## config.mk

```make
export PLATFORM = sky130hd
export DESIGN_NAME = wmsp_position
export DESIGN_NICKNAME = d
export VERILOG_FILES = /design/src/sv/wmsp_pkg.sv /design/src/sv/wmsp_position.sv
export SDC_FILE = /design/constraint.sdc
export NUM_CORES = 1
export LEC_CHECK = 0
export BUFFER_PORTS_ARGS = -buffer_cell sky130_fd_sc_hd__buf_2
export CAP_MARGIN = 20
export CORE_UTILIZATION = 53
export DETAILED_ROUTE_END_ITERATION = 10
export MAX_ROUTING_LAYER = met4
export PLACE_DENSITY = 0.77
export SYNTH_ARGS = -nofsm -noshare
export SYNTH_HDL_FRONTEND = slang
export SYNTH_SLANG_ARGS = --single-unit
```

## constraint.sdc

```tcl
create_clock -name clk -period 2.4 [get_ports clk]
set_input_delay 0.48 -clock clk [delete_from_list [all_inputs] [get_ports clk]]
set_output_delay 0.48 -clock clk [all_outputs]
set_load 0.01 [all_outputs]
```

## src/sv/wmsp_pkg.sv

```systemverilog
// shared constants, types and register codes for the window mode seed picker
`default_nettype none

package wmsp_pkg;

    // window geometry
    localparam int SUBSAMPLE_STEP = 4;
    localparam int MAX_COLUMNS    = 64;
    localparam int MAX_ROWS       = 16;

    // field widths
    localparam int PIX_W   = 8;
    localparam int BINS    = 1 << PIX_W;
    localparam int WCOL_W  = 7;
    localparam int OFS_W   = 11;
    localparam int SEED_W  = 12;
    localparam int COUNT_W = 11;
    localparam int CFG_W   = 11;

    // derived counter and position widths
    localparam int COL_W  = $clog2(MAX_COLUMNS);
    localparam int ROW_W  = $clog2(MAX_ROWS + 1);
    localparam int POS_W  = $clog2(MAX_ROWS * MAX_COLUMNS);
    localparam int SIDX_W = $clog2(MAX_ROWS * MAX_COLUMNS + 1);

    // configuration register indexes
    typedef enum logic [1:0] {
        CFG_WINDOW_COLUMNS = 2'd0,
        CFG_OFFSET_X       = 2'd1,
        CFG_OFFSET_Y       = 2'd2
    } cfg_index_t;

    // raster position of one sample, taken at acceptance
    typedef struct packed {
        logic             counted;
        logic [POS_W-1:0] pos;
        logic [POS_W-1:0] sidx;
    } pos_info_t;

    // one histogram bin entry
    typedef struct packed {
        logic [COUNT_W-1:0] count;
        logic [POS_W-1:0]   first;
    } bin_t;

    // update stage status toward the top level
    typedef struct packed {
        logic valid;
        logic last;
    } stage_t;

    // running mode after the item in the update stage
    typedef struct packed {
        logic [PIX_W-1:0]   value;
        logic [COUNT_W-1:0] count;
        logic [POS_W-1:0]   pos;
    } mode_t;

endpackage

`default_nettype wire

```

## src/sv/wmsp_position.sv

```systemverilog
// raster position counters of the current window
`default_nettype none

module wmsp_position
    import wmsp_pkg::*;
(
    input  wire logic              clk,
    input  wire logic              rst_n,
    input  wire logic              accept,
    input  wire logic              last_sample,
    input  wire logic [WCOL_W-1:0] window_columns,
    output pos_info_t              info
);

    logic [COL_W-1:0]  col_reg;
    logic [ROW_W-1:0]  row_reg;
    logic [SIDX_W-1:0] sidx_reg;
    logic [WCOL_W-1:0] cols_eff;
    logic [WCOL_W-1:0] col_plus;
    logic              counted;

    // clamp the column register into its usable range
    always_comb
    begin
        if (window_columns == '0)
            cols_eff = WCOL_W'(1);
        else if (window_columns > WCOL_W'(MAX_COLUMNS))
            cols_eff = WCOL_W'(MAX_COLUMNS);
        else
            cols_eff = window_columns;
    end

    assign col_plus = WCOL_W'(col_reg) + WCOL_W'(1);
    assign counted  = (row_reg < ROW_W'(MAX_ROWS));

    // position of the sample being accepted now
    assign info.counted = counted;
    assign info.pos     = {row_reg[POS_W-COL_W-1:0], col_reg};
    assign info.sidx    = sidx_reg[POS_W-1:0];

    // step the raster position, restart after the final sample
    always_ff @(posedge clk or negedge rst_n)
    begin
        if (!rst_n)
        begin
            col_reg  <= '0;
            row_reg  <= '0;
            sidx_reg <= '0;
        end
        else if (accept)
        begin
            if (last_sample)
            begin
                col_reg  <= '0;
                row_reg  <= '0;
                sidx_reg <= '0;
            end
            else if (counted)
            begin
                sidx_reg <= sidx_reg + SIDX_W'(1);
                if (col_plus >= cols_eff)
                begin
                    col_reg <= '0;
                    row_reg <= row_reg + ROW_W'(1);
                end
                else
                begin
                    col_reg <= col_plus[COL_W-1:0];
                end
            end
        end
    end

endmodule

`default_nettype wire

```

### Word level (Yosys, flattened, before mapping)

Index checks and enable logic that the tools add are counted.

| storage, ports and cells | value |
|---|---|
| register bits | 22 |
| bits in latches | 0 |
| RAM bits | 0 |
| memory bits (read-only) | 0 |
| bits of input ports | 11 |
| output and inout port bits | 21 |
| memories | 0 |

| cells by class | value |
|---|---|
| add/subtract/negate cells | 3 |
| multipliers | 0 |
| div/mod/pow operators | 0 |
| $lt $le $gt $ge | 3 |
| eq/ne operators | 0 |
| shift operators | 0 |
| mux-type cells | 10 |
| bitwise logic cells | 0 |
| reductions and logical operators | 5 |

Operator list:

| operator | number |
|---|---|
| $mux 11 | 2 |
| $mux 6 | 3 |
| $mux 5 | 3 |
| $mux 7 | 2 |
| $add 11x1->11 const B | 1 |
| $add 6x1->7 const B | 1 |
| $ge 7x7->1 | 1 |
| $gt 7x7->1 const B | 1 |
| $logic_not 7->1 | 1 |
| $add 5x1->5 const B | 1 |
| $lt 5x5->1 const B | 1 |
| $reduce_bool 2->1 | 2 |
| $reduce_and 3->1 | 1 |
| $reduce_and 2->1 | 1 |

### Logic depth before layout (Yosys ltp)

| depth | value |
|---|---|
| depth in word-level cells | 7 |
| gate-level depth with buffers | 10 |
| gate-level depth less buffers | 9 |

### Worst setup path after synthesis

Ideal clock, no wire load.

| path | value |
|---|---|
| path type | reg2reg |
| start | register col_reg[0] |
| end | register row_reg[1] |
| arrival time | 2.078 ns |
| data required time | 2.275 ns |
| path slack | 0.197 ns |
| stages on the path, launching flop included | 10 |
| period minus slack after synthesis | 2.203 ns |
| cells stage by stage | dfrtp_1 > ha_1 > nand3_1 > nor2_1 > ha_1 > a211oi_1 > and3_1 > o21ai_1 > and2_1 > mux2_4 |

| between the ends | value |
|---|---|
| cells in the longest elaborated chain, start to end | 4 |

RTL lines:

| item | line | text |
|---|---|---|
| from (decl) | wmsp_position.sv:15 | `logic [COL_W-1:0] col_reg;` |
| from (signal assigned) | wmsp_position.sv:68 | `col_reg <= col_plus[COL_W-1:0];` |
| $add 6x1->7 | wmsp_position.sv:33 | `assign col_plus = WCOL_W'(col_reg) + WCOL_W'(1);` |
| $ge 7x7->1 | wmsp_position.sv:61 | `if (col_plus >= cols_eff)` |
| $reduce_bool 2->1 (no source line) | -- |  |
| $reduce_and 3->1 (no source line) | -- |  |
| to (signal assigned) | wmsp_position.sv:64 | `row_reg <= row_reg + ROW_W'(1);` |
| to (decl) | wmsp_position.sv:16 | `logic [ROW_W-1:0] row_reg;` |

No other way between the ends.
A chain may end at the register's enable or synchronous reset.

### Worst setup path after layout

| path | value |
|---|---|
| start | register col_reg[1] |
| end | register col_reg[2] |

| between the ends | value |
|---|---|
| cells in the longest elaborated chain, start to end | 5 |

RTL lines:

| item | line | text |
|---|---|---|
| $add 6x1->7 * | wmsp_position.sv:33 |  |
| $ge 7x7->1 | wmsp_position.sv:61 |  |
| $mux 6 * | wmsp_position.sv:61 |  |
| $mux 6 * | wmsp_position.sv:58 | `else if (counted)` |
| $mux 6 * | wmsp_position.sv:52 | `if (last_sample)` |

Every way passes the cells marked *; elsewhere a longest branch is shown, timed or not. The select of a mux whose other input is x is not followed.

==> qor.yml <==
outcome: "finished clean"
initialDrtViolationCount: 26
synth.avg_cell_area_um2: 8.90
port-buffer-count: 31
endpoint_kind: "flip-flop"
cts_tree: "done"
grt_pass1_wl_mm: 4.70
antennaDiodeCount: 0
drive_gt1_share_pct: 24.3
final_common_cell: "buf_2"
yosysWarnings: 0
die_height_um: 52.4
fill_cells: 206
stdcell_count: 209
syn-cell-area_um2: 1340
tns_ns: 0
power.leakage_nw: 0.786
cts.sinks: 21
post_drt_wl_per_cell_um: 13.0
worstMarginPinSlew_ns: 0.475
p_int_mw: 0.562
dr_total_vias: 1168
slowest_stage: "dfrtp_1"
antenna_found_initial: 0
setup_viol: 0
sequentialPowerShare_pct: 52.5
clkTransAtPathRegs_ns: 0.12
pwr-share-clk_pct: 20.5
ys_seq_area_share_pct: 39.1
busiest_layer: "met2"
synth_cell_type_count: 35
grt-ovfl-total: 0
setup.worst_path.start_class: "flip-flop"
grt_usage_pct: 23.4
crit_fanout: 11
period_needed_ns: 2.23
numCtsBuffers: 3
fp.dieW_um: 52.4
drc: 0
grtUsageMet1_pct: 28.6
area_growth_pct: 14.2
gr-usage-met3_pct: 2.03
clock_path_buffers: 2
slew_viol_final: 0
hold_violations: 0
dp_cells: 204
gp_congestion: 0.804
fin_hold_ws_ns: 0.117
swShare_pct: 32.6
fin_nets: 203
ant_nets: 0
power.density_nw_per_um2: 543
max_freq_mhz: 448
wl_mm: 2.72
maxCapViolations: 0
path_class: "flip-flop to flip-flop"
required_ns: 2.64
via_per_inst: 5.59
power_mw: 0.833
cp_slowest_stage_delay_ns: 0.41
num_rows: 17
dr.pass1.iters: 4
syn_inst: 151
comb_power_share_pct: 26.9
dpl.hpwl_mm: 2.05
core_area_um2: 2300
power_switching_mw: 0.272
htree_levels: 1
ir_worst_vdd_uv: 378
cts-root-buf: "clkbuf_4"
grt_use_met2_pct: 40.1
ys_seq_elements: 21
clock-skew-final_ns: 0.00164
rsz0062_at_grt: "false"
hold_class: "input pin to asynchronous set/reset pin"
worstPathCellList: "ha_2 -> nand3_1 -> nor2_1 -> ha_1 -> a211oi_1 -> and3_1 -> o21ai_1 -> buf_4 -> nand2b_1 -> o2bb2ai_1"
worstPathArrival_ns: 2.47
grt_max_degree: 22
largest_register_ffs: 10
io_pins: 32
ctsHoldBuffers: 0
grt_pass1_vias: 1106
clk-insertion-delay-late_ns: 0.30
maxSlewHeadroom_pct: 68.4
period_share_pct: 93.0
syn_nets: 172
dieArea_um2: 2740
final_cell_mix: "buf_2 (31), nand2_1 (25), dfrtp_1 (21)"
initial_core_util_pct: 58.5
[worst max-delay path, delay by kind of cell, from the launching register on]
family                     cells  cell delay [ns]
and+or+nand+nor                4             0.60
AOI/OAI and AO/OA              3             0.48
DFF                            1             0.41
buffers and inverters          1             0.18
adders and majority gates      2             0.51
[synthesized netlist by cell type, drive strengths merged]
library cell / number / area [um^2]
xor2: 3 / 26.3
a21o: 2 / 15.0
a31oi: 2 / 12.5
a21oi: 7 / 35.0
nor2b: 1 / 6.26
o21ai: 11 / 55.1
nor2: 11 / 41.3
and4: 1 / 8.76
ha: 10 / 125
nor3: 2 / 10.0
a211oi: 1 / 7.51
mux2i: 1 / 10.0
mux2: 2 / 26.3
nand4b: 1 / 8.76
dfrtp: 21 / 526
nand3: 6 / 30.0
a41o: 1 / 10.0
or3: 5 / 31.3
inv: 4 / 15.0
nand4: 6 / 52.6
xnor2: 4 / 35.0
nand3b: 1 / 7.51
and2: 3 / 18.8
buf: 8 / 58.8
nand2: 25 / 93.8
and3: 3 / 18.8
nand2b: 5 / 33.8
o2bb2ai: 2 / 17.5
clkbuf: 2 / 7.51
[power by group through the flow]
| stage | clock network [mW] | registers, mW | logic [mW] |
|---|---|---|---|
| 2_1_floorplan | 0 | 0.447 | 0.146 |
| 3_3_place_gp | 0 | 0.442 | 0.212 |
| 3_5_place_dp | 0 | 0.445 | 0.219 |
| 4_1_cts | 0.177 | 0.438 | 0.221 |
| 5_1_grt | 0.191 | 0.444 | 0.256 |
| 6_report | 0.171 | 0.438 | 0.224 |
[cell families after synthesis]
family	Yosys count	synth area share [%]
compound gates	26	11.4
xor+xnor	7	4.56
fa+ha+maj	10	9.31
buf+inv	14	6.05
flops	21	39.1
mux	3	2.70
simple gates	70	26.9
[timing repair]
action                                  4_1_cts  5_1_grt
gates resized for setup                       0        2
setup buffers                                 0        1
endpoints found under the setup margin        0        2
[worst paths after layout]
| kind | startpoint | to | slack (ns) | depth (start not counted) |
|---|---|---|---|---|
| max | col_reg[1]$_DFFE_PN0P_ | col_reg[2]$_DFFE_PN0P_ | 0.17 | 10 |
| min | rst_n | sidx_reg[7]$_DFFE_PN0P_ | 0.12 | 1 |
| min reg2reg | row_reg[0]$_DFFE_PN0P_ | row_reg[0]$_DFFE_PN0P_ | 0.55 | 1 |
| min in group clk | last_sample | sidx_reg[2]$_DFFE_PN0P_ | 0.52 | 2 |
| max in group asynchronous | rst_n | sidx_reg[8]$_DFFE_PN0P_ | 1.96 | 1 |
| max reg2reg | col_reg[1]$_DFFE_PN0P_ | col_reg[2]$_DFFE_PN0P_ | 0.17 | 10 |
[metrics by stage]
step	util (%)	setup slack, ns	area [um^2]
floorplan	-	0.197	1340
global placement	65.2	0.202	1500
detailed placement	65.2	0.144	1500
CTS	66.3	0.110	1520
global route	66.8	0.0136	1530
finish	66.8	0.168	1530
[layout make-up]
| type | instances | area (um^2) | share of cell area [%] |
|---|---|---|---|
| repair buffers | 36 | 193 | 12.6 |
| inverters | 4 | 15.0 | 0.979 |
| clock buffers | 4 | 26.3 | 1.71 |
| flip-flops and latches | 21 | 526 | 34.3 |
| multi-input cells | 116 | 739 | 48.2 |
| well taps | 28 | 35.0 | 2.28 |
[per-layer routing]
layer | routed length [um] | part of all wire (%) | vias to the layer above
li1 | - | - | 584
met4 | 39 | 1.4 | 0
met2 | 1320 | 49 | 26
met1 | 1290 | 47 | 554
met5 | 0 | 0 | -
met3 | 72 | 2.6 | 4
Power figures use the tool's default switching activity.
